<file path="config.mk">
export PLATFORM = sky130hd
export DESIGN_NAME = mru_page_replacement
export DESIGN_NICKNAME = d
export VERILOG_FILES = /design/src/hdl/mru_pkg.sv /design/src/hdl/mru_ctrl.sv /design/src/hdl/mru_dp.sv /design/src/hdl/mru_page_replacement.sv
export SDC_FILE = /design/constraint.sdc
export NUM_CORES = 1
export LEC_CHECK = 0
export BUFFER_PORTS_ARGS = -buffer_cell sky130_fd_sc_hd__buf_4
export CAP_MARGIN = 20
export CORE_MARGIN = 3
export CORE_UTILIZATION = 57
export CTS_BUF_LIST = sky130_fd_sc_hd__clkbuf_2
export DETAILED_ROUTE_END_ITERATION = 12
export GPL_TIMING_DRIVEN = 0
export PLACE_DENSITY = 0.74
export SLEW_MARGIN = 15
export SYNTH_ARGS = -nofsm -noshare
export SYNTH_HDL_FRONTEND = slang
export SYNTH_SLANG_ARGS = --single-unit
</file>
<file path="constraint.sdc">
create_clock -name clk -period 9.17 [get_ports clk]
set_clock_uncertainty 0.05 [all_clocks]
set_input_delay 2.2925 -clock clk [delete_from_list [all_inputs] [get_ports clk]]
set_output_delay 2.2925 -clock clk [all_outputs]
set_load 0.01 [all_outputs]
</file>
<file path="src/hdl/mru_pkg.sv">
// ----------------------------------------------------------------------------
// mru_pkg
// Shared constants, controller states and control structs for the MRU
// page-replacement frame manager.
// ----------------------------------------------------------------------------
package mru_pkg;

  localparam int FRAMES_DEF    = 16;
  localparam int PAGE_BITS_DEF = 16;

  // Fixed port widths
  localparam int PAGE_IN_W = 16;
  localparam int IDX_OUT_W = 4;
  localparam int CNT_W     = 16;
  localparam int CFG_W     = 5;

  localparam logic [CFG_W-1:0] CFG_RESET = CFG_W'(3);
  localparam logic [CNT_W-1:0] COUNT_MAX = {CNT_W{1'b1}};

  typedef enum logic [1:0] {
    ST_IDLE = 2'b01,
    ST_BUSY = 2'b10
  } state_t;

  // controller -> datapath
  typedef struct packed {
    logic capture;   // load request register from input beat
    logic execute;   // search, update frames, load result register
  } cmd_t;

  // datapath -> controller
  typedef struct packed {
    logic out_blocked;  // result register full and not being taken
  } status_t;

endpackage

</file>
<file path="src/hdl/mru_ctrl.sv">
// ----------------------------------------------------------------------------
// mru_ctrl
// Two-state controller: take one request beat, then run the lookup/update
// once the result register can take the answer.
// ----------------------------------------------------------------------------
module mru_ctrl (
  input  logic             clk,
  input  logic             rst_n,
  input  logic             in_valid,
  output logic             in_stall,
  input  mru_pkg::status_t status,
  output mru_pkg::cmd_t    cmd
);

  mru_pkg::state_t state_r, state_nxt;

  always_comb begin
    state_nxt   = state_r;
    cmd.capture = 1'b0;
    cmd.execute = 1'b0;
    in_stall    = 1'b1;
    unique case (state_r)
      mru_pkg::ST_IDLE: begin
        in_stall = 1'b0;
        if (in_valid) begin
          cmd.capture = 1'b1;
          state_nxt   = mru_pkg::ST_BUSY;
        end
      end
      mru_pkg::ST_BUSY: begin
        if (!status.out_blocked) begin
          cmd.execute = 1'b1;
          state_nxt   = mru_pkg::ST_IDLE;
        end
      end
      default: begin
        state_nxt = mru_pkg::ST_IDLE;
      end
    endcase
  end

  always_ff @(posedge clk) begin
    if (!rst_n) begin
      state_r <= mru_pkg::ST_IDLE;
    end else begin
      state_r <= state_nxt;
    end
  end

endmodule

</file>
<file path="src/hdl/mru_dp.sv">
// ----------------------------------------------------------------------------
// mru_dp
// Frame table, parallel page compare, fill/replace slot choice, fault
// counter and the result register.
// ----------------------------------------------------------------------------
module mru_dp #(
  parameter int FRAMES    = mru_pkg::FRAMES_DEF,
  parameter int PAGE_BITS = mru_pkg::PAGE_BITS_DEF
) (
  input  logic                          clk,
  input  logic                          rst_n,
  input  mru_pkg::cmd_t                 cmd,
  output mru_pkg::status_t              status,
  input  logic                          cfg_we,
  input  logic [mru_pkg::CFG_W-1:0]     cfg_wdata,
  input  logic [mru_pkg::PAGE_IN_W-1:0] in_page_number,
  input  logic                          in_last_request,
  output logic                          out_valid,
  input  logic                          out_stall,
  output logic                          out_hit,
  output logic [mru_pkg::IDX_OUT_W-1:0] out_frame_index,
  output logic                          out_evicted_valid,
  output logic [mru_pkg::PAGE_IN_W-1:0] out_evicted_page,
  output logic [mru_pkg::CNT_W-1:0]     out_fault_count,
  output logic                          out_final_total
);

  localparam int IW = (FRAMES > 1) ? $clog2(FRAMES) : 1;  // frame index
  localparam int CW = $clog2(FRAMES + 1);                 // frame count

  // configuration
  logic [mru_pkg::CFG_W-1:0] cfg_r;

  // request register
  logic [31:0]          page_ext;
  logic [PAGE_BITS-1:0] req_page_r;
  logic                 req_last_r;

  // frame table
  logic [PAGE_BITS-1:0] pages_r [FRAMES];
  logic [FRAMES-1:0]    valid_r, valid_nxt;
  logic [CW-1:0]        filled_r, filled_nxt;
  logic [IW-1:0]        recent_r, recent_nxt;
  logic [mru_pkg::CNT_W-1:0] faults_r, faults_nxt;

  // lookup
  logic [CW-1:0]        n_act;
  logic [FRAMES-1:0]    match;
  logic                 hit;
  logic [IW-1:0]        hit_idx;
  logic                 fill;
  logic [IW-1:0]        slot;
  logic                 ev_valid;
  logic [PAGE_BITS-1:0] ev_page;
  logic [31:0]          slot_ext, ev_ext;

  // result register
  logic                          out_valid_r, out_valid_nxt;
  logic                          hit_r;
  logic [mru_pkg::IDX_OUT_W-1:0] idx_r;
  logic                          evv_r;
  logic [mru_pkg::PAGE_IN_W-1:0] evp_r;
  logic [mru_pkg::CNT_W-1:0]     cnt_r;
  logic                          fin_r;

  assign page_ext = 32'(in_page_number);

  // effective frame count, clamped to 1..FRAMES
  always_comb begin
    if (cfg_r == '0) begin
      n_act = CW'(1);
    end else if (32'(cfg_r) > FRAMES) begin
      n_act = CW'(FRAMES);
    end else begin
      n_act = CW'(cfg_r);
    end
  end

  // lowest matching frame wins (upper frames may hold stale copies after
  // the frame count grows)
  always_comb begin
    hit     = 1'b0;
    hit_idx = '0;
    for (int i = 0; i < FRAMES; i++) begin
      match[i] = valid_r[i] && (pages_r[i] == req_page_r) && (32'(i) < 32'(n_act));
    end
    for (int i = 0; i < FRAMES; i++) begin
      if (match[i] && !hit) begin
        hit     = 1'b1;
        hit_idx = IW'(i);
      end
    end
  end

  always_comb begin
    fill = !hit && (filled_r < n_act);
    if (hit) begin
      slot = hit_idx;
    end else if (fill) begin
      slot = filled_r[IW-1:0];
    end else if (CW'(recent_r) < n_act) begin
      slot = recent_r;
    end else begin
      slot = '0;
    end
    ev_valid = !hit && valid_r[slot];
    ev_page  = ev_valid ? pages_r[slot] : '0;
  end

  assign slot_ext = 32'(slot);
  assign ev_ext   = 32'(ev_page);

  always_comb begin
    valid_nxt  = valid_r;
    filled_nxt = filled_r;
    recent_nxt = recent_r;
    faults_nxt = faults_r;
    if (cmd.execute) begin
      if (!hit) begin
        valid_nxt[slot] = 1'b1;
        if (faults_r != mru_pkg::COUNT_MAX) begin
          faults_nxt = faults_r + 1'b1;
        end
      end
      if (fill) begin
        filled_nxt = filled_r + 1'b1;
      end
      recent_nxt = slot;
      if (req_last_r) begin
        valid_nxt  = '0;
        filled_nxt = '0;
        recent_nxt = '0;
        faults_nxt = '0;
      end
    end
  end

  always_comb begin
    out_valid_nxt = out_valid_r;
    if (cmd.execute) begin
      out_valid_nxt = 1'b1;
    end else if (!out_stall) begin
      out_valid_nxt = 1'b0;
    end
  end

  assign status.out_blocked = out_valid_r && out_stall;

  // control state
  always_ff @(posedge clk) begin
    if (!rst_n) begin
      cfg_r       <= mru_pkg::CFG_RESET;
      valid_r     <= '0;
      filled_r    <= '0;
      recent_r    <= '0;
      faults_r    <= '0;
      out_valid_r <= 1'b0;
    end else begin
      if (cfg_we) begin
        cfg_r <= cfg_wdata;
      end
      valid_r     <= valid_nxt;
      filled_r    <= filled_nxt;
      recent_r    <= recent_nxt;
      faults_r    <= faults_nxt;
      out_valid_r <= out_valid_nxt;
    end
  end

  // payload registers
  always_ff @(posedge clk) begin
    if (cmd.capture) begin
      req_page_r <= page_ext[PAGE_BITS-1:0];
      req_last_r <= in_last_request;
    end
    if (cmd.execute) begin
      if (!hit) begin
        pages_r[slot] <= req_page_r;
      end
      hit_r <= hit;
      idx_r <= slot_ext[mru_pkg::IDX_OUT_W-1:0];
      evv_r <= ev_valid;
      evp_r <= ev_ext[mru_pkg::PAGE_IN_W-1:0];
      cnt_r <= (!hit && faults_r != mru_pkg::COUNT_MAX) ? faults_r + 1'b1 : faults_r;
      fin_r <= req_last_r;
    end
  end

  assign out_valid         = out_valid_r;
  assign out_hit           = hit_r;
  assign out_frame_index   = idx_r;
  assign out_evicted_valid = evv_r;
  assign out_evicted_page  = evp_r;
  assign out_fault_count   = cnt_r;
  assign out_final_total   = fin_r;

endmodule

</file>
<file path="src/hdl/mru_page_replacement.sv">
// ----------------------------------------------------------------------------
// mru_page_replacement
// Demand-paging frame manager with most-recently-used replacement: one
// result beat per request beat, with hit/frame/eviction and fault count.
// ----------------------------------------------------------------------------
//
//  channel | ports                                            | dir
//  --------+--------------------------------------------------+-----
//  in      | in_valid, in_stall, in_page_number,              | in
//          | in_last_request                                  |
//  out     | out_valid, out_stall, out_hit, out_frame_index,  | out
//          | out_evicted_valid, out_evicted_page,             |
//          | out_fault_count, out_final_total                 |
//  cfg     | cfg_we, cfg_wdata (frames_in_use)                | in
//
//  Per request beat: the beat is first taken into the request register;
//    then the parallel tag compare, slot choice and frame table update
//    run and load the result register.
//  The result register decouples the sides: a new request beat is taken
//    while the previous result still waits on out_stall; the update cycle
//    is held off until the result register is free.
//  Reset: synchronous, active low; clears frame valid bits, fill count,
//    recent frame, fault counter and sets frames_in_use to 3. No clearing
//    pass; the block takes beats right after reset.
//  A beat with in_last_request set reports the final fault total and then
//    empties all frames and zeroes the counter.
//
module mru_page_replacement #(
  parameter int FRAMES    = mru_pkg::FRAMES_DEF,     // 1..16
  parameter int PAGE_BITS = mru_pkg::PAGE_BITS_DEF   // 4..32
) (
  input  logic                          clk,
  input  logic                          rst_n,
  // configuration
  input  logic                          cfg_we,
  input  logic [mru_pkg::CFG_W-1:0]     cfg_wdata,
  // request channel
  input  logic                          in_valid,
  output logic                          in_stall,
  input  logic [mru_pkg::PAGE_IN_W-1:0] in_page_number,
  input  logic                          in_last_request,
  // result channel
  output logic                          out_valid,
  input  logic                          out_stall,
  output logic                          out_hit,
  output logic [mru_pkg::IDX_OUT_W-1:0] out_frame_index,
  output logic                          out_evicted_valid,
  output logic [mru_pkg::PAGE_IN_W-1:0] out_evicted_page,
  output logic [mru_pkg::CNT_W-1:0]     out_fault_count,
  output logic                          out_final_total
);

  mru_pkg::cmd_t    cmd;
  mru_pkg::status_t status;

  mru_ctrl u_ctrl (
    .clk      (clk),
    .rst_n    (rst_n),
    .in_valid (in_valid),
    .in_stall (in_stall),
    .status   (status),
    .cmd      (cmd)
  );

  mru_dp #(
    .FRAMES    (FRAMES),
    .PAGE_BITS (PAGE_BITS)
  ) u_dp (
    .clk               (clk),
    .rst_n             (rst_n),
    .cmd               (cmd),
    .status            (status),
    .cfg_we            (cfg_we),
    .cfg_wdata         (cfg_wdata),
    .in_page_number    (in_page_number),
    .in_last_request   (in_last_request),
    .out_valid         (out_valid),
    .out_stall         (out_stall),
    .out_hit           (out_hit),
    .out_frame_index   (out_frame_index),
    .out_evicted_valid (out_evicted_valid),
    .out_evicted_page  (out_evicted_page),
    .out_fault_count   (out_fault_count),
    .out_final_total   (out_final_total)
  );

  // one request in flight: an accepted beat blocks the next cycle
  a_one_in_flight: assert property (@(posedge clk) disable iff (!rst_n)
    (in_valid && !in_stall) |=> in_stall)
    else $error("request beat taken while previous still in progress");

  // a hit never evicts
  a_hit_no_evict: assert property (@(posedge clk) disable iff (!rst_n)
    (out_valid && out_hit) |-> !out_evicted_valid)
    else $error("eviction reported on a hit");

  // a fault always shows a nonzero count
  a_fault_counted: assert property (@(posedge clk) disable iff (!rst_n)
    (out_valid && !out_hit) |-> (out_fault_count != '0))
    else $error("fault reported with zero fault count");

endmodule

</file>
# Word level (Yosys, flattened, before mapping)
# Memory sizes are Yosys's and may differ from the RTL's. A register that Yosys moved wholly into a read port is not among the register bits.
# Cells that the tools add are included.
[op_classes] eq_ne=23 magnitude_cmp=21 n_addsub=2 n_mux=62 bitwise_logic=1 reduce_logical=76
[op_table] cell="16-bit equality test" count=16
[op_table] cell="16-bit two-way mux" count=6
[op_table] cell="1-bit logical AND" count=52
[op_table] cell="4-bit two-way mux" count=12
[op_table] cell="4-bit by 5-bit less-than comparator with 1-bit output, first input constant" count=8
[op_table] cell="1-bit two-way mux" count=29
[op_table] cell="3-bit by 5-bit less-than comparator with 1-bit output, first input constant" count=4
[op_table] cell="5-bit two-way mux" count=4
[op_table] cell="1-bit logical NOT" count=17
[op_table] cell="16-bit by 1-bit adder with 16-bit output, second input constant" count=1
[op_table] cell="16-bit inequality test, second input constant" count=1
[op_table] cell="16-bit bitwise OR" count=1
[op_table] cell="3-bit two-way mux" count=4
[op_table] cell="1-bit by 5-bit less-than comparator with 1-bit output, first input constant" count=2
[op_table] cell="2-bit by 5-bit less-than comparator with 1-bit output, first input constant" count=2
[op_table] cell="2-bit two-way mux" count=4
[op_table] cell="2-bit AND reduction" count=3
[op_table] cell="5-bit by 1-bit adder with 5-bit output, second input constant" count=1
[op_table] cell="5-bit greater-than comparator, second input constant" count=1
[op_table] cell="5-bit logical NOT" count=1
[op_table] cell="4-bit by 5-bit less-than comparator with 1-bit output" count=1
[op_table] cell="4-bit by 5-bit less-than comparator with 1-bit output, second input constant" count=1
[op_table] cell="5-bit less-than comparator" count=1
[op_table] cell="1-bit binary-select mux with 4-bit select" count=1
[op_table] cell="other kinds (9)" count=12
[word_totals] ramBits=256 reg_bits=89 wordCells=200 mem_count=1
[memory_table] name="u_dp.pages_r" depth=16 word_bits=16 read_ports=17 rd_clocked_by_memory_dff=1 wr=1 line="mru_dp.sv:40" text="logic [PAGE_BITS-1:0] pages_r [FRAMES];"

# Logic depth before layout (Yosys ltp)
[depth] ltp_word=62 mapped_depth=19 depth_no_buf=15

# Modules after synthesis
# From an unflattened synthesis, not the netlist that was laid out.
[hier_totals] cells_unflattened=1482 area_unflattened_um2=18549.0
[by_module_without_submodules] mod="mru_dp" area_each_um2=18465.2 seq_area_each_um2=10309.9 n_inst=1 cells_each=1474
[by_module_without_submodules] mod="mru_ctrl" area_each_um2=83.8 seq_area_each_um2=40.0 n_inst=1 cells_each=8

# Least setup slack after synthesis
# OpenSTA, ideal clock, no wires.
[synth_timing] kind="input to register" from="in out_stall" to="reg u_dp.valid_r[12]" arrival_time_ns=4.453 setup_ns=0.065 path_stages=8 path_slack_ns=4.602 cell_sequence="nand2_1 > nand2b_1 > clkbuf_1 > inv_1 > o21ai_0 > nor3_1 > a41oi_1 > nor2_1"
[synth_lines] item="start: declaration" line="mru_page_replacement.sv:44" text="input logic out_stall,"
[synth_lines] item="end signal: assignment" line="mru_dp.sv:162" text="valid_r <= valid_nxt;"
[synth_lines] item="end: declaration" line="mru_dp.sv:41" text="logic [FRAMES-1:0] valid_r, valid_nxt;"

# Worst setup path in the final report
[layout_timing] from="reg u_dp.req_page_r[12]" to="mem u_dp.pages_r[15][10] (netlist name) (enable)"
[layout_between] elab_chain_len=53
[layout_lines] item="start: declaration" line="mru_dp.sv:36" text="logic [PAGE_BITS-1:0] req_page_r;"
[layout_lines] item="start signal: assignment" line="mru_dp.sv:173" text="req_page_r <= page_ext[PAGE_BITS-1:0];"
[layout_lines] item="16-bit equality test" line="mru_dp.sv:85" text="match[i] = valid_r[i] && (pages_r[i] == req_page_r) && (32'(i) < 32'(n_act));"
[layout_lines] item="1-bit logical AND (2 in series)" line="mru_dp.sv:85"
[layout_lines] item="1-bit two-way mux" line="mru_dp.sv:88" text="if (match[i] && !hit) begin"
[layout_lines] item="1-bit logical NOT" line="mru_dp.sv:88"
[layout_lines] item="1-bit logical AND" line="mru_dp.sv:88"
[layout_lines] item="1-bit two-way mux" line="mru_dp.sv:88"
[layout_lines] item="1-bit logical NOT" line="mru_dp.sv:88"
[layout_lines] item="1-bit logical AND" line="mru_dp.sv:88"
[layout_lines] item="[... 37 more ...]"
[layout_lines] item="1-bit logical NOT" line="mru_dp.sv:88"
[layout_lines] item="1-bit logical AND" line="mru_dp.sv:88"
[layout_lines] item="1-bit two-way mux" line="mru_dp.sv:88"
[layout_lines] item="1-bit logical NOT" line="mru_dp.sv:96" text="fill = !hit && (filled_r < n_act);"
[layout_lines] item="1-bit logical AND" line="mru_dp.sv:96"
[layout_lines] item="4-bit two-way mux" line="mru_dp.sv:99" text="end else if (fill) begin"
[layout_lines] item="4-bit two-way mux (*)" line="mru_dp.sv:97" text="if (hit) begin"
[layout_lines] item="via u_dp.slot[1]" line="mru_dp.sv:52" text="logic [IW-1:0] slot;"
[layout_lines] item="end: declaration" line="mru_dp.sv:40"
# Mark *: on every way through the listed nets, which the timed path passes. The rest lies on a longest branch.

==> flow_metrics.env <==
export IMPL_slew_limit_headroom=0.302
export IMPL_vias_per_cell=6.36
export IMPL_initial_core_util=0.587
export IMPL_cts_hold_fix_buffers=0
export IMPL_slowest_stage="edfxtp_1"
export IMPL_cpMostUsedCell="buf_4"
export IMPL_tightest_slew_ns=1.05
export IMPL_synth_edff_count=312
export IMPL_synth_seq_cells=361
export IMPL_die_w_um=185
export IMPL_worstPathArrival_ns=7.27
export IMPL_drtAntennaViolNets=0
export IMPL_hold_class="flop to flop"
export IMPL_cp_top_family="buffers and inverters"
export IMPL_fin_crit_sh=0.734
export IMPL_yosysTopAreaCell="edfxtp_1"
export IMPL_fin_util=0.655
export IMPL_route_layer_met1_wl_um=22100
export IMPL_fin_nets=1647
export IMPL_wl_per_cell_um=27.1
export IMPL_setup_tns_final_ns=0
export IMPL_cts_buffers=91
export IMPL_insertion_delay_ns=0.98
export IMPL_max_cap_violations=0
export IMPL_cts_setup_buffers=0
export IMPL_drv_slew=0
export IMPL_area_growth_pct=11.6
export IMPL_cpPeakStageDelay_ns=0.82
export IMPL_yosysWarnings=0
export IMPL_post_dp_hpwl_um=42400
export IMPL_power_internal_mw=2.31
export IMPL_seq_power_share=0.586
export IMPL_critPathMaxFanout=17
export IMPL_clkTransAtPathRegs_ns=0.11
export IMPL_synthesis_nets=1470
export IMPL_portBuffers=66
export IMPL_syn_area_mm2=0.0182
export IMPL_dp_cells=1914
export IMPL_synth_top_cells_by_count="edfxtp_1, xor2_1, mux2i_1, xnor2_1, nand2_1"
export IMPL_place_congestion=1.01
export IMPL_yosys_area_share_xor_xnor=0.131
export IMPL_crit_required_ns=9.71
export IMPL_synth_most_common_cell="edfxtp_1"
export IMPL_first_pass_iters=6
export IMPL_combinationalPowerShare=0.064
export IMPL_post_route_drc_count=0
export IMPL_grt_antenna_before_repair=1
export IMPL_cts_resized=0
export IMPL_ir_worst_vdd_mv=0.137
export IMPL_finalPower_mw=3.11
export IMPL_clock_path_buffers=3
export IMPL_design_core_area_mm2=0.0310
export IMPL_path_cells="buf_2, buf_4, xor2_1, nor4_1, nand4bb_1, o22ai_1, a311oi_1, o211ai_1, a32o_1, nand2_2, inv_4, buf_4, buf_1, nand3_1, nor2_2, buf_6"
export IMPL_dr_max_layer_used="met4"
export IMPL_synth_mux_area_fraction=0.0859
export IMPL_hold_slack_ns=0.475
export IMPL_final_cell_area_mm2=0.0203
export IMPL_grt_max_degree=26
export IMPL_first_iter_violations=1802
export IMPL_end_kind="flop"
export IMPL_setup_violations=0
export IMPL_dpl_worst_slack_ns=2.90
export IMPL_finalHoldViolCount=0
export IMPL_worst_slack_ns=2.44
export IMPL_grt_overflow=0
export IMPL_outcome="finished clean"
export IMPL_cts_tree="done"
export IMPL_grt_pass1_vias=12800
export IMPL_synth_top_area_frac=0.515
export IMPL_rsz0062_at_grt="false"
export IMPL_p_leak_nw=6.90
export IMPL_grt_use_total=0.330
export IMPL_die_y_um=185
export IMPL_synthFlopType="edfxtp_1"
export IMPL_clock_power_share=0.350
export IMPL_place_area_mm2=0.0195
export IMPL_vias=13200
export IMPL_wl_met2_um=25600
export IMPL_ys_seq_area_frac=0.569
export IMPL_htree_levels=3
export IMPL_power_density_mw_per_mm2=153
export IMPL_grt_pass1_wl_um=81500
export IMPL_synth_area_leaders="edfxtp_1, mux2i_1, xor2_1, xnor2_1, dfxtp_1"
export IMPL_synth_compound_area_frac=0.0766
export IMPL_synth_async_sr_flop_share=0
export IMPL_layout_min_cycle_time_ns=6.73
export IMPL_critical_path_class="flop to flop"
export IMPL_cts_root_buffer="clkbuf_2"
export IMPL_die_area_mm2=0.0341
export IMPL_avgSynthCellArea_um2=12.7
export IMPL_crit_path_start_kind="flop"
export IMPL_synth_simple_area_share=0.102
export IMPL_fmax_ghz=0.149
export IMPL_routed_wl_um=56300
export IMPL_switching_share=0.257
export IMPL_clkSinkCount=361
export IMPL_synth_top_family_by_area="XOR/XNOR gates"
export IMPL_drive_above_1_share=0.205
export IMPL_rows=64
export IMPL_synthAdderAreaFrac=0.00619
export IMPL_num_io_pins=68
export IMPL_ys_types=74
export IMPL_path_buf_inv=6
export IMPL_dr_wl_met3_um=5920
export IMPL_netlist_instances=1434
export IMPL_stdcell_count=2074
export IMPL_power_switching_uw=797
[power by group through the flow]
stage               clock, mW  sequential, mW  combinational (mW)
global placement            0            1.86               0.189
CTS                      1.10            1.82               0.194
finish                   1.09            1.82               0.199
detailed placement          0            1.86               0.192
floorplan                   0            1.84               0.121
global route             1.17            1.82               0.208
[cell usage in the layout, fill, tap and decap left out, types with 13 or more instances in the layout]
master,n
a21boi_0,16
nor4_1,32
xor2_1,145
nand2_1,86
a32oi_1,18
buf_4,94
nand3b_1,14
mux2_2,16
o21ai_0,31
and3_1,18
a22oi_1,15
edfxtp_1,312
clkbuf_2,134
nor2_2,17
nand3_1,44
nor3_1,17
mux2i_1,137
xnor2_1,127
dfxtp_1,49
a21oi_1,25
clkinv_1,18
nand4_1,32
buf_2,27
a2bb2oi_1,13
clkbuf_1,21
nor2_1,54
[worst reg2reg max path: stages, from the launching register on]
cell and delay [ns]:
edfxtp_1 0.82, buf_2 0.42, buf_4 0.31, xor2_1 0.16, nor4_1 0.64, nand4bb_1 0.18, o22ai_1 0.26, a311oi_1 0.14
o211ai_1 0.25, a32o_1 0.28, nand2_2 0.12, inv_4 0.22, buf_4 0.30, buf_1 0.82, nand3_1 0.51, nor2_2 0.64
buf_6 0.25
[worst paths after layout]
path	slack (ns)	to	cells after the start	from
setup / recovery	2.44	u_dp.pages_r[15][10]	16	u_dp.req_page_r[12]
hold reg to reg	0.48	u_dp.out_valid	2	u_dp.out_valid
hold / removal	0.48	u_dp.out_valid	2	u_dp.out_valid
setup reg to reg	2.44	u_dp.pages_r[15][10]	16	u_dp.req_page_r[12]
[layout make-up]
type                    count  area (um^2)
flip-flops and latches    361        10300
inverters                  13         51.3
fillers                  2373        10700
clock buffers             134          671
multi-input cells         976         7350
clock inverters            25          149
repair buffers             84          752
diodes                      1         2.50
well taps                 396          495
plain buffers              84          492
[per-layer routing]
| metal | vias to the layer above | track usage |
|---|---|---|
| met5 | - | 0 |
| met4 | 0 | 0.148 |
| met3 | 171 | 0.0718 |
| met2 | 830 | 0.516 |
| met1 | 6465 | 0.447 |
| li1 | 5718 | - |
[cell families (layout without fill, tap and decap cells)]
kind of cell / after synthesis / count (layout)
flip-flops: 361 / 361
AND/OR/NAND/NOR: 359 / 359
XOR/XNOR: 272 / 272
AO/OA/AOI/OAI: 182 / 182
multiplexers: 154 / 154
buffers and inverters: 97 / 340
adder cells (fa/ha/maj): 9 / 9
other: 0 / 1
[registers in the layout, summed over array words and instances, names as in the netlist]
signal,flops
u_dp.pages_r,256
u_dp.faults_r,16
u_dp.out_evicted_page,16
u_dp.out_fault_count,16
u_dp.req_page_r,16
u_dp.valid_r,16
u_dp.cfg_r,5
u_dp.filled_r,5
u_dp.out_frame_index,4
u_dp.recent_r,4
u_ctrl.state_r,2
u_dp.out_evicted_valid,1
u_dp.out_final_total,1
u_dp.out_hit,1
u_dp.out_valid,1
u_dp.req_last_r,1
(Power assumes the default switching activity.)
